--- src/hdl/tsa_pkg.sv ---
// Types and constants of the timing statistics accumulator.
`default_nettype none
package tsa_pkg;

    localparam logic [1:0] FUNC_RECORD = 2'd0;
    localparam logic [1:0] FUNC_READ   = 2'd1;
    localparam logic [1:0] FUNC_CLEAR  = 2'd2;

    localparam logic [6:0] DIV_BITS_CONV = 7'd40;
    localparam logic [6:0] DIV_BITS_MEAN = 7'd32;
    localparam logic [6:0] DIV_BITS_JIT  = 7'd64;

    typedef enum logic [3:0] {
        ST_IDLE,
        ST_DECODE,
        ST_LOAD,
        ST_CONV,
        ST_MEAN_GO,
        ST_MEAN,
        ST_MULT,
        ST_SPREAD,
        ST_WRITE,
        ST_JIT_GO,
        ST_JIT,
        ST_SQRT,
        ST_DONE
    } tsa_state_t;

    typedef enum logic [1:0] {
        DIV_CONV,
        DIV_MEAN,
        DIV_JIT
    } tsa_div_sel_t;

    typedef struct packed {
        logic [31:0] count;
        logic [31:0] mean;
        logic [63:0] spread;
        logic [31:0] last;
        logic [31:0] peak;
    } tsa_entry_t;

    typedef struct packed {
        logic         req_ready;
        logic         clear_all;
        logic         load_entry;
        logic         div_start;
        tsa_div_sel_t div_sel;
        logic         conv_take;
        logic         d1_take;
        logic         mean_take;
        logic         mult_take;
        logic         spread_take;
        logic         entry_write;
        logic         jit_zero;
        logic         sqrt_start;
        logic         jit_take;
        logic         out_load;
    } tsa_cmd_t;

    typedef struct packed {
        logic       req_valid;
        logic [1:0] func;
        logic       act;
        logic       count_gt1;
        logic       div_done;
        logic       sqrt_done;
        logic       out_free;
    } tsa_sts_t;

endpackage
`default_nettype wire

--- src/hdl/tsa_ctrl.sv ---
// Controller state machine that sequences one transaction through the datapath.
`default_nettype none
module tsa_ctrl
    import tsa_pkg::*;
(
    input  wire logic     clk,
    input  wire logic     rst_n,
    input  wire tsa_sts_t sts,
    output tsa_cmd_t      cmd
);
    tsa_state_t state_reg, state_next;

    always_ff @(posedge clk or negedge rst_n)
    begin
        if (!rst_n)
        begin
            state_reg <= ST_IDLE;
        end
        else
        begin
            state_reg <= state_next;
        end
    end

    always_comb
    begin
        cmd        = '0;
        state_next = state_reg;
        unique case (state_reg)
            ST_IDLE:
            begin
                cmd.req_ready = 1'b1;
                if (sts.req_valid)
                begin
                    state_next = ST_DECODE;
                end
            end
            ST_DECODE:
            begin
                if (sts.func == FUNC_CLEAR)
                begin
                    cmd.clear_all = 1'b1;
                    state_next    = ST_DONE;
                end
                else if (!sts.act)
                begin
                    state_next = ST_DONE;
                end
                else
                begin
                    state_next = ST_LOAD;
                end
            end
            ST_LOAD:
            begin
                cmd.load_entry = 1'b1;
                if (sts.func == FUNC_RECORD)
                begin
                    cmd.div_start = 1'b1;
                    cmd.div_sel   = DIV_CONV;
                    state_next    = ST_CONV;
                end
                else
                begin
                    state_next = ST_JIT_GO;
                end
            end
            ST_CONV:
            begin
                if (sts.div_done)
                begin
                    cmd.conv_take = 1'b1;
                    state_next    = ST_MEAN_GO;
                end
            end
            ST_MEAN_GO:
            begin
                cmd.d1_take   = 1'b1;
                cmd.div_start = 1'b1;
                cmd.div_sel   = DIV_MEAN;
                state_next    = ST_MEAN;
            end
            ST_MEAN:
            begin
                cmd.div_sel = DIV_MEAN;
                if (sts.div_done)
                begin
                    cmd.mean_take = 1'b1;
                    state_next    = ST_MULT;
                end
            end
            ST_MULT:
            begin
                cmd.mult_take = 1'b1;
                state_next    = ST_SPREAD;
            end
            ST_SPREAD:
            begin
                cmd.spread_take = 1'b1;
                state_next      = ST_WRITE;
            end
            ST_WRITE:
            begin
                cmd.entry_write = 1'b1;
                state_next      = ST_JIT_GO;
            end
            ST_JIT_GO:
            begin
                if (sts.count_gt1)
                begin
                    cmd.div_start = 1'b1;
                    cmd.div_sel   = DIV_JIT;
                    state_next    = ST_JIT;
                end
                else
                begin
                    cmd.jit_zero = 1'b1;
                    state_next   = ST_DONE;
                end
            end
            ST_JIT:
            begin
                if (sts.div_done)
                begin
                    cmd.sqrt_start = 1'b1;
                    state_next     = ST_SQRT;
                end
            end
            ST_SQRT:
            begin
                if (sts.sqrt_done)
                begin
                    cmd.jit_take = 1'b1;
                    state_next   = ST_DONE;
                end
            end
            ST_DONE:
            begin
                // Hold until the output register can take the result.
                if (sts.out_free)
                begin
                    cmd.out_load = 1'b1;
                    state_next   = ST_IDLE;
                end
            end
            default:
            begin
                state_next = ST_IDLE;
            end
        endcase
    end
endmodule
`default_nettype wire

--- config.mk ---
export PLATFORM = sky130hd
export DESIGN_NAME = tsa_ctrl
export DESIGN_NICKNAME = d
export VERILOG_FILES = /design/src/hdl/tsa_pkg.sv /design/src/hdl/tsa_ctrl.sv
export SDC_FILE = /design/constraint.sdc
export NUM_CORES = 1
export LEC_CHECK = 0
export ABC_AREA = 1
export BUFFER_PORTS_ARGS = -buffer_cell sky130_fd_sc_hd__buf_2
export CAP_MARGIN = 10
export CORE_AREA = 2 2 39 41
export CTS_CLUSTER_SIZE = 24
export DETAILED_ROUTE_END_ITERATION = 10
export DIE_AREA = 0 0 41 43
export PLACE_DENSITY = 0.68
export SYNTH_ARGS = -nofsm -noshare
export SYNTH_HDL_FRONTEND = slang
export SYNTH_SLANG_ARGS = --single-unit
export TNS_END_PERCENT = 1
--- constraint.sdc ---
create_clock -name clk -period 3.6 [get_ports clk]
set_input_delay 0.36 -clock clk [delete_from_list [all_inputs] [get_ports clk]]
set_output_delay 0.36 -clock clk [all_outputs]
set_load 0.02 [all_outputs]
# [Yosys cells after proc, flatten, opt, wreduce, memory -nomap -nowiden]
# Cells that the tools add are included.
[totals] output_inout_bits=16 reg_bits=4 input_bits=10 word_cells=57
[classes] n_reduce_logical=4 eq_ne=19 n_mux=33
[op_table] op="one-hot mux 4 bit (13 select lines)" n=1
[op_table] op="2-to-1 mux 4 bit" n=9
[op_table] op="equality test 4 bit (second input constant)" n=5
[op_table] op="2-to-1 mux 1 bit" n=18
[op_table] op="equality test 4 x 3 -> 1 bit (second input constant)" n=4
[op_table] op="inequality test 2 bit (second input constant)" n=6
[op_table] op="2-to-1 mux 3 bit" n=3
[op_table] op="equality test 4 x 2 -> 1 bit (second input constant)" n=2
[op_table] op="one-hot mux 2 bit (3 select lines)" n=1
[op_table] op="AND reduction 6 bit" n=1
[op_table] op="equality test 4 x 1 -> 1 bit (second input constant)" n=1
[op_table] op="logical NOT 4 bit" n=1
[op_table] op="one-hot mux 1 bit (3 select lines)" n=1
[op_table] op="equality test 2 bit (second input constant)" n=1
[op_table] op="logical NOT 2 bit" n=1
[op_table] op="OR reduction 2 bit" n=1

# [Depth between registers and ports, before layout]
# Gate-level depths: netlist (run 1).
[logic_depth] ltp_word=3 mapped_depth=9 ltp_nobuf=9

# [Worst setup path before layout (run 1)]
# No wires, ideal clock.
[synth_timing] path_type="register -> output" start="register state_reg[1]" end="output cmd[12] in the netlist's numbering" required_ns=3.240 arrival_time_ns=1.327 path_stages_with_launch=5 slack_ns=1.913 n_path_buf=0 path_cell_list="dfrtp_1 -> nor2_1 -> inv_1 -> nor2_1 -> or3_1"
[synth_lines] element="from (decl)" line_no="tsa_ctrl.sv:11" rtl="tsa_state_t state_reg, state_next;"
[synth_lines] element="from (signal assigned)" line_no="tsa_ctrl.sv:21" rtl="state_reg <= state_next;"
[synth_lines] element="to (decl)" line_no="tsa_ctrl.sv:9" rtl="output tsa_cmd_t cmd"

==> reports/results.env, run 1 <==
CLK_PATH_BUF_DEPTH=2
ROWS=14
NETLIST.TOP_CELL.BY_AREA='dfrtp_1'
PIN_COUNT=26
POWER_DENSITY_nW_PER_UM2=792
SYNTHDOMINANTCELLAREASHARE_PCT=20.3
FIN_SETUP_TNS_NS=0
WORST_R2R_STARTPOINT='state_reg[2]'
CLKSINKCOUNT=4
GRT_OVERFLOW_TOTAL=0
YS_TYPES=18
NUMBER_OF_BUFFERS_INSERTED_DURING_CLOCK_TREE_SYNTHESIS=3
FINALNETCOUNT=129
AREA.SEQUENTIAL_UM2=100
REGTOREGENDPOINT='state_reg[1]'
SYNTHCELLS=89
CPPEAKSTAGEDELAY_NS=0.56
FINAL.HOLD.WORST_SLACK_NS=0.454
WORST_PATH_MAX_DELAY_CELL='dfrtp_1'
LEAST_SETUP_SLACK_ACROSS_ALL_PATHS_AFTER_LAYOUT_NS=1.64
WORST-R2R-CELL-COUNT=7
DRC=0
MULTI_INPUT_COMB_AREA_UM2=310
CRITPATHARRIVALTIME_NS=1.60
NUMBER_OF_INSERTED_FILLER_CELLS_IN_THE_FINAL_LAYOUT=149
DPL.HPWL_UM=1090
CTS_POST_SETUP_BUFFERS_INSERTED=0
TIMING.MAX_CAP.VIOLATIONS=0
START_UTIL_PCT=35.6
RESULT_OF_THE_RUN='finished clean'
FP.COREAREA_UM2=1380
CRITICAL_PATH.STARTPOINT_TYPE='flop'
CRITPATHMAXFANOUT=9
HOLD_VIOLATIONS=0
PIN_COUNT_OF_THE_BIGGEST_NET_ENTERING_GLOBAL_ROUTING=10
GRT_ANTENNA_BEFORE_REPAIR=0
CRIT_PATH_CELL_TRACE='nor2_2 -> nand2_1 -> nor2_1 -> or3_1 -> buf_2'
SYNTH.NET_COUNT=99
TOT_GR_TRACK_USE_PCT=18.3
FIRST_GLOBAL_VIAS=543
DRT_ITER0_MARKERS=14
DIE-WIDTH_UM=41
TIMING.FINAL.CRIT_SHARE_PCT=54.4
CTSHOLDBUFFERS=1
PERIOD_NEEDED_NS=1.96
DPL.CELL_COUNT=129
POWER.IR.VDD_WORST_mV=0.337
N_ANTENNA_CELL=0
RELSLEWSLACK_PCT=75.2
NUMBER_OF_H_TREE_LEVELS=1
TIMING_MAX_TRANSITION_VIOLATIONS_FINAL=0
NUM_VIAS=634
DIE_OUTLINE_AREA_UM2=1760
WORST_SETUP_SLACK_AFTER_PLACEMENT_NS=1.92
P_LEAK_uW=0.000465
SYNTH_AREA_UM2=493
SETUP.WORST_PATH.END_CLASS='output port'
PORT_BUFFERS=25
DRT-PASS1-ITER-COUNT=4
WORST_CLOCK_SKEW_NS=0.00775
WORSTHOLDPATHTYPE='primary input to asynchronous set/reset pin'
FRACTION_OF_LAYOUT_INSTANCES_USING_A_DRIVE_STRENGTH_ABOVE_1_PCT=35.0
POSTSYNTHREGISTERBITS=4
DIEHEIGHT_UM=43
SETUP-VIOLATIONS-FINAL=0
MEAN_INSTANCE_SIZE_IN_THE_SYNTHESIZED_NETLIST_UM2=5.54
CTS_RESIZED=0
SEQ_AREA_FRAC_SYNTH_PCT=20.3
RRSETUPSLACK_NS=2.21
CLK_PIN_SLEW_NS=0.04
SYNTH-WARNING-COUNT=0
PLACE.GP.CONGESTION=0.817
POST_LAYOUT_NONFILLER_INSTANCES=133
WIRELENGTH_UM=1330
CLK_LATENCY_NS=0.24
CLOCKROOTBUFFER='clkbuf_4'
WORST_SLEW_PIN_SLEW_NS=0.372
LARGEST_REGISTER_FFS=4
WORSTSETUPPATHTYPE='flop to output port'
TIMING.CRITICAL_PATH.REQUIRED_NS=3.24
ROUTED_WIRE_PER_STD_CELL_UM=9.99
GRT_FIRST_PASS_WIRELENGTH_UM=2190
ANT_NETS=0
GRT_SETUP_UNREPAIRED='false'
SYN_TO_FINAL_GROWTH_PCT=33.8
TRITONCTS='yes'
YS_TOP_CELLS_BY_AREA='dfrtp_1, nand2_1, nand3_1'
ROUTE.DETAILED.VIAS_PER_INST=4.77
FMAX_MHz=510
[layout make-up]
class                           instances  share of cell area (%)
Clock buffer                            3                    3.42
Inverter                               19                    10.8
Multi-Input combinational cell         65                    47.1
Sequential cell                         4                    15.2
Tap cell                               16                    3.04
Timing Repair Buffer                   26                    20.5
[worst max path at each step]
stage,from,to,slack [ns],cells past startpoint
after global placement,state_reg[2],cmd[12],1.95,5
final,state_reg[2],cmd[12],1.64,5
after global routing,state_reg[2],cmd[12],1.55,5
after floorplan,state_reg[1],cmd[12],1.91,4
after detailed placement,state_reg[2],cmd[12],1.92,5
after CTS,state_reg[2],cmd[12],1.65,5
[stage by stage]
step / util, % / power (uW) / cell area, um^2
finish: 47.6 / 522 / 659
global route: 47.6 / 578 / 659
CTS: 47.6 / 524 / 659
detailed placement: 45.3 / 462 / 627
global placement: 45.3 / 458 / 627
floorplan: - / 381 / 493
[logic make-up (layout without fill, tap and decap cells)]
| kind of cell | after synthesis | in the layout | synth area share, % |
|---|---|---|---|
| AND/OR/NAND/NOR | 61 | 61 | 58.1 |
| buffers and inverters | 20 | 48 | 16.8 |
| AO/OA/AOI/OAI | 4 | 4 | 4.82 |
| flip-flops | 4 | 4 | 20.3 |
[metal layers]
layer  wire length (um)  track usage (%)  up-vias
li1                   -                -      334
met1                592             23.2      268
met2                637             27.5       30
met3                 83             1.57        2
met4                 16             12.7        0
met5                  0                0        -
[power by group]
group	internal [uW]	leakage, uW	switching, uW
registers	67.3	0.0000502	41.0
logic	119	0.000401	235
clock network	37.6	0.0000138	22.4
total	224	0.000465	298
[cells in the mapped netlist, drive strengths merged]
cell,n
nand2,25
inv,19
nor2,17
nand3,13
dfrtp,4
nor3,3
a21oi,2
a2bb2oi,1
buf,1
nor4,1
o21ai,1
or2,1
or3,1
[cell usage in the layout, fill, tap and decap left out, drive strengths merged]
cell	count
buf	25
nand2	25
inv	19
nor2	17
nand3	13
dfrtp	4
nor3	3
clkbuf	3
a21oi	2
or2	1
or3	1
nor4	1
o21ai	1
a2bb2oi	1
dlygate4sd3	1
[worst max-delay path: cells and delay by family, from the launching register on]
kind	cells	cell delay (ns)
and+or+nand+nor	4	0.63
DFF	1	0.56
buffers and inverters	1	0.16
Note: power is estimated with default switching activity, not from simulation.
==> run 2: changes to the inputs <==
--- a/config.mk
+++ b/config.mk
@@ -8,11 +8,11 @@
 export ABC_AREA = 1
 export BUFFER_PORTS_ARGS = -buffer_cell sky130_fd_sc_hd__buf_2
 export CAP_MARGIN = 10
-export CORE_AREA = 2 2 39 41
+export CORE_MARGIN = 1
+export CORE_UTILIZATION = 38
 export CTS_CLUSTER_SIZE = 24
 export DETAILED_ROUTE_END_ITERATION = 10
-export DIE_AREA = 0 0 41 43
-export PLACE_DENSITY = 0.68
+export PLACE_DENSITY = 0.72
 export SYNTH_ARGS = -nofsm -noshare
 export SYNTH_HDL_FRONTEND = slang
 export SYNTH_SLANG_ARGS = --single-unit
==> constraint.sdc (replaced) <==
create_clock -name clk -period 1.7 [get_ports clk]
set_input_delay 0.17 -clock clk [delete_from_list [all_inputs] [get_ports clk]]
set_output_delay 0.17 -clock clk [all_outputs]
set_load 0.02 [all_outputs]
==> run 2 against run 1 <==
Effect of this change:
- via count is 0.63% lower
- register-to-register slack worse by 1.8 ns
- clock skew is 0.0017 ns lower
- critical path type unchanged
- largest cell class unchanged
==> reports/results.env, run 2 (synthesis results as in run 1) <==
NUMBER_OF_H_TREE_LEVELS=1
CRITPATHMAXFANOUT=5
LAYOUT_COMMONEST_CELL='buf_2'
DRC=0
WORST_SETUP_SLACK_AFTER_PLACEMENT_NS=0.227
FMAX_MHz=618
CRITPATHARRIVALTIME_NS=1.45
LEAST_SETUP_SLACK_ACROSS_ALL_PATHS_AFTER_LAYOUT_NS=0.0825
TIMING.MAX_CAP.VIOLATIONS=0
RELSLEWSLACK_PCT=83.3
GRT_FIRST_PASS_WIRELENGTH_UM=2030
PIN_COUNT_OF_THE_BIGGEST_NET_ENTERING_GLOBAL_ROUTING=10
DRT_ITER0_MARKERS=21
DRT-PASS1-ITER-COUNT=4
DIE_OUTLINE_AREA_UM2=1450
CLK_PIN_SLEW_NS=0.04
P_LEAK_uW=0.000467
PORT_BUFFERS=25
PERIOD_NEEDED_NS=1.62
ANT_NETS=0
COMBINATIONALPOWERSHARE_PCT=68.6
TOT_GR_TRACK_USE_PCT=20.8
WORST_R2R_STARTPOINT='state_reg[0]'
SWITCHING_POWER_uW=646
RRSETUPSLACK_NS=0.40
FIN_SETUP_TNS_NS=0
N_ANTENNA_CELL=0
FP.COREAREA_UM2=1160
WORST-R2R-CELL-COUNT=8
DIE-WIDTH_UM=38.0
START_UTIL_PCT=42.6
CLKSINKCOUNT=4
POWER_DENSITY_nW_PER_UM2=1680
NUMBER_OF_INSERTED_FILLER_CELLS_IN_THE_FINAL_LAYOUT=119
WIRELENGTH_UM=1310
TIMING_MAX_TRANSITION_VIOLATIONS_FINAL=0
RESULT_OF_THE_RUN='finished clean'
FIRST_GLOBAL_VIAS=519
HOLD_VIOLATIONS=0
WORST_CLOCK_SKEW_NS=0.00608
CLK_PATH_BUF_DEPTH=2
PLACE.GP.CONGESTION=0.819
CLOCKROOTBUFFER='clkbuf_4'
TIMING.FINAL.CRIT_SHARE_PCT=95.1
FRACTION_OF_LAYOUT_INSTANCES_USING_A_DRIVE_STRENGTH_ABOVE_1_PCT=39.8
NUM_VIAS=630
CLKPWRFRAC_PCT=10.4
UTIL_AFTER_LAYOUT_PCT=58.9
CLK_LATENCY_NS=0.24
CRITICAL_PATH.STARTPOINT_TYPE='flop'
WORST_SETUP_PATH_STARTPOINT='state_reg[3]'
ROUTED_WIRE_PER_STD_CELL_UM=9.93
NETSWITCHINGFRACTION_PCT=56.4
POWER.IR.VDD_WORST_mV=0.654
TRITONCTS='yes'
GRT_ANTENNA_BEFORE_REPAIR=0
PIN_COUNT=26
NUMBER_OF_BUFFERS_INSERTED_DURING_CLOCK_TREE_SYNTHESIS=3
TIMING.CRITICAL_PATH.REQUIRED_NS=1.53
DPL.CELL_COUNT=127
REGTOREGENDPOINT='state_reg[1]'
WORSTSETUPPATHTYPE='flop to output port'
GRT_SETUP_UNREPAIRED='false'
LARGEST_REGISTER_FFS=4
FINALNETCOUNT=130
GRT_OVERFLOW_TOTAL=0
SEQPWRFRAC_PCT=21.0
SETUP-VIOLATIONS-FINAL=0
ROWS=12
SETUP.WORST_PATH.END_CLASS='output port'
POST_LAYOUT_NONFILLER_INSTANCES=132
TOP_LIBRARY_CELLS_BY_USAGE_IN_THE_LAYOUT_FILL_AND_TAPS_ASIDE='buf_2, nand2_1, inv_1'
SYN_TO_FINAL_GROWTH_PCT=38.1
WORSTHOLDPATHTYPE='primary input to asynchronous set/reset pin'
ROUTE.DETAILED.VIAS_PER_INST=4.77
WORST_SLEW_PIN_SLEW_NS=0.250
POST-LAYOUT-TOTAL-POWER_uW=1150
DIEHEIGHT_UM=38.0
INTERNAL-POWER_uW=499
DPL.HPWL_UM=1010
## run 2: changes by cell type in the layout (fill, tap and decap cells not counted), sizes merged
cell	previous run	this run
clkbuf	3	4
## run 2: worst max-delay path, cell delays in order (launching register included)
cell     delay [ns]
dfrtp_2        0.45
inv_4          0.07
nand2_2        0.10
nor2_1         0.07
or3_1          0.36
buf_2          0.16
## run 2: layer usage
metal | share of wire, % | GRT usage, % | wire length, um
met5 | 0 | 0 | 0
met3 | 5.0 | 10.5 | 65
met1 | 47 | 24.9 | 617
met4 | 0.61 | 5.36 | 8
met2 | 47 | 32.6 | 620
## run 2: worst max path at each step
| stage | to | slack [ns] | depth (start not counted) |
|---|---|---|---|
| 5_1_grt | cmd[12] | 0.009 | 5 |
| 3_3_place_gp | cmd[12] | 0.24 | 5 |
| 6_report | cmd[12] | 0.08 | 5 |
| 4_1_cts | cmd[12] | 0.05 | 5 |
| 3_5_place_dp | cmd[12] | 0.23 | 5 |
| 2_1_floorplan | cmd[12] | 0.20 | 4 |
## run 2: what timing repair did
action | CTS | global route
resized for setup | 1 | 6
setup endpoints to repair | 1 | 1
hold buffers | 1 | 0
setup buffers | 0 | 1
endpoints found under the hold margin | 4 | 0
## run 2: power by group through the flow
| stage | clock [uW] | combinational [uW] | sequential, uW |
|---|---|---|---|
| 2_1_floorplan | 0 | 620 | 186 |
| 3_3_place_gp | 0 | 744 | 224 |
| 3_5_place_dp | 0 | 742 | 227 |
| 4_1_cts | 125 | 748 | 229 |
| 5_1_grt | 132 | 880 | 246 |
| 6_report | 119 | 786 | 240 |
## run 2: cell type report
class / count / area (um^2) / share of cell area, %
Multi-Input combinational cell: 65 / 323 / 47.4
Clock buffer: 3 / 22.5 / 3.31
Timing Repair Buffer: 27 / 140 / 20.6
Sequential cell: 4 / 104 / 15.3
Tap cell: 14 / 17.5 / 2.57
Inverter: 19 / 73.8 / 10.8
## run 2: per-stage QoR
step	area, um^2	hold WS [ns]
after floorplan	493	-0.126
after global placement	624	-0.0211
final	681	0.276
after detailed placement	624	-0.0211
after global routing	681	0.282
after CTS	658	0.261
==> run 3: changes to the inputs <==
--- a/config.mk
+++ b/config.mk
@@ -6,13 +6,12 @@
 export NUM_CORES = 1
 export LEC_CHECK = 0
 export ABC_AREA = 1
-export BUFFER_PORTS_ARGS = -buffer_cell sky130_fd_sc_hd__buf_2
 export CAP_MARGIN = 10
-export CORE_MARGIN = 1
-export CORE_UTILIZATION = 38
+export CORE_AREA = 2 2 39 41
 export CTS_CLUSTER_SIZE = 24
 export DETAILED_ROUTE_END_ITERATION = 10
-export PLACE_DENSITY = 0.72
+export DIE_AREA = 0 0 41 43
+export DONT_BUFFER_PORTS = 1
 export SYNTH_ARGS = -nofsm -noshare
 export SYNTH_HDL_FRONTEND = slang
 export SYNTH_SLANG_ARGS = --single-unit
==> run 3 against run 2 <==
Effect of this change:
- sequential power fell by 3%
- sequential cell count did not move
- utilization fell by 15 points
- power fell by 4.7%
- design area fell by 12%
- routed wire length fell by 7.7%
- global-route usage fell by 5.6 points
- worst setup slack improved by 0.026 ns
- register-to-register slack got worse by 0.05 ns
- worst hold slack got worse by 0.068 ns
- maximum frequency rose by 1.7%
- critical path depth fell by 2
==> reports/results.env, run 3 (synthesis results as in run 1) <==
RRSETUPSLACK_NS=0.35
DRT-PASS1-ITER-COUNT=4
TIMING.FINAL.CRIT_SHARE_PCT=93.6
FRACTION_OF_LAYOUT_INSTANCES_USING_A_DRIVE_STRENGTH_ABOVE_1_PCT=27.0
CRITPATHMAXFANOUT=9
WORST_SETUP_PATH_STARTPOINT='state_reg[2]'
NUM_VIAS=570
TRITONCTS='yes'
RELSLEWSLACK_PCT=74.8
GRT_ANTENNA_BEFORE_REPAIR=0
LAYOUT_COMMONEST_CELL='nand2_1'
DIE_OUTLINE_AREA_UM2=1760
WIRELENGTH_UM=1210
P_LEAK_uW=0.000381
PLACE.GP.CONGESTION=0.855
CRITPATHARRIVALTIME_NS=1.42
WORST_SLEW_PIN_SLEW_NS=0.377
FINALNETCOUNT=112
ROWS=14
ANT_NETS=0
FIN_SETUP_TNS_NS=0
PIN_COUNT=26
FINAL_DESIGN_AREA_NO_FILL_UM2=601
LARGEST_REGISTER_FFS=4
START_UTIL_PCT=35.6
TIMING_MAX_TRANSITION_VIOLATIONS_FINAL=0
WORST_R2R_STARTPOINT='state_reg[2]'
PERIOD_NEEDED_NS=1.59
TOT_GR_TRACK_USE_PCT=15.2
SETUP.WORST_PATH.END='cmd[9]'
REGTOREGENDPOINT='state_reg[2]'
GRT_SETUP_UNREPAIRED='false'
SETUP.WORST_PATH.END_CLASS='output port'
FIRST_GLOBAL_VIAS=490
WORSTSETUPPATHTYPE='flop to output port'
PORT_BUFFERS=0
DPL.HPWL_UM=1000
DPL.CELL_COUNT=112
FMAX_MHz=629
DRC=0
NUMBER_OF_H_TREE_LEVELS=1
DIE-WIDTH_UM=41
PIN_COUNT_OF_THE_BIGGEST_NET_ENTERING_GLOBAL_ROUTING=10
DIEHEIGHT_UM=43
RESULT_OF_THE_RUN='finished clean'
WORSTHOLDPATHTYPE='primary input to asynchronous set/reset pin'
SETUP-VIOLATIONS-FINAL=0
POWER_DENSITY_nW_PER_UM2=1820
GRT_OVERFLOW_TOTAL=0
GRT_FIRST_PASS_WIRELENGTH_UM=1920
NUMBER_OF_BUFFERS_INSERTED_DURING_CLOCK_TREE_SYNTHESIS=3
ROUTED_WIRE_PER_STD_CELL_UM=10.4
N_ANTENNA_CELL=0
CLK_LATENCY_NS=0.23
CRITICAL_PATH.STARTPOINT_TYPE='flop'
SYN_TO_FINAL_GROWTH_PCT=21.8
FP.COREAREA_UM2=1380
TOP_LIBRARY_CELLS_BY_USAGE_IN_THE_LAYOUT_FILL_AND_TAPS_ASIDE='nand2_1, inv_1, nor2_1'
WORST_CLOCK_SKEW_NS=0.000199
ROUTE.DETAILED.VIAS_PER_INST=4.91
CLOCKROOTBUFFER='clkbuf_4'
TIMING.MAX_CAP.VIOLATIONS=0
PLACEMENT.CELL_AREA_UM2=562
WORST-R2R-CELL-COUNT=7
FINAL.HOLD.WORST_SLACK_NS=0.208
POST_LAYOUT_NONFILLER_INSTANCES=116
NUMBER_OF_INSERTED_FILLER_CELLS_IN_THE_FINAL_LAYOUT=159
CLK_PATH_BUF_DEPTH=2
DRT_ITER0_MARKERS=12
POWER.IR.VDD_WORST_mV=0.517
CLK_PIN_SLEW_NS=0.04
CTS_POST_SETUP_BUFFERS_INSERTED=0
TIMING.CRITICAL_PATH.REQUIRED_NS=1.53
CLKSINKCOUNT=4
HOLD_VIOLATIONS=0
-- run 3: worst min path at each step --
stage	from	to	slack, ns	depth (start not counted)
finish	rst_n	state_reg[1]	0.21	1
floorplan	rst_n	state_reg[0]	-0.13	0
global placement	rst_n	state_reg[3]	-0.13	0
CTS	rst_n	state_reg[0]	0.21	1
detailed placement	rst_n	state_reg[1]	-0.13	0
global route	rst_n	state_reg[3]	0.23	1
-- run 3: layer usage --
metal	vias up	GRT usage (%)	share of wire, %
met5	-	0	0
met4	0	4.00	0
met3	0	2.09	4.5
met2	15	23.8	50
met1	257	21.2	45
li1	298	-	-
-- run 3: power breakdown --
part	total (uW)	switching (uW)	internal, uW
logic	742	487	255
registers	234	88.7	145
clock network	115	36.5	78.8
-- run 3: cell type report --
type / instances / area [um^2] / share of cell area (%)
repair buffers: 9 / 70.1 / 11.7
multi-input cells: 65 / 315 / 52.5
flip-flops and latches: 4 / 101 / 16.9
inverters: 19 / 71.3 / 11.9
well taps: 16 / 20.0 / 3.33
clock buffers: 3 / 22.5 / 3.75
-- run 3: repair_timing --
action                                 CTS  global route
gates resized for setup                  1             2
endpoints found under the hold margin    4             0
setup endpoints to repair                1             1
pin swaps                                0             0
gates cloned                             0             0
hold buffers                             1             0
-- run 3: stage by stage --
step / setup slack, ns / utilization, % / power (uW)
floorplan: 0.203 / - / 806
global route: 0.0296 / 43.4 / 1200
detailed placement: 0.238 / 40.6 / 962
CTS: 0.0215 / 43.0 / 1090
finish: 0.109 / 43.4 / 1090
global placement: 0.268 / 40.6 / 958
-- run 3: worst max-delay path, cell delays in order, from the launching register on --
cell     delay (ns)
dfrtp_2        0.47
nor2_2         0.27
nand2_1        0.13
nor2_1         0.32
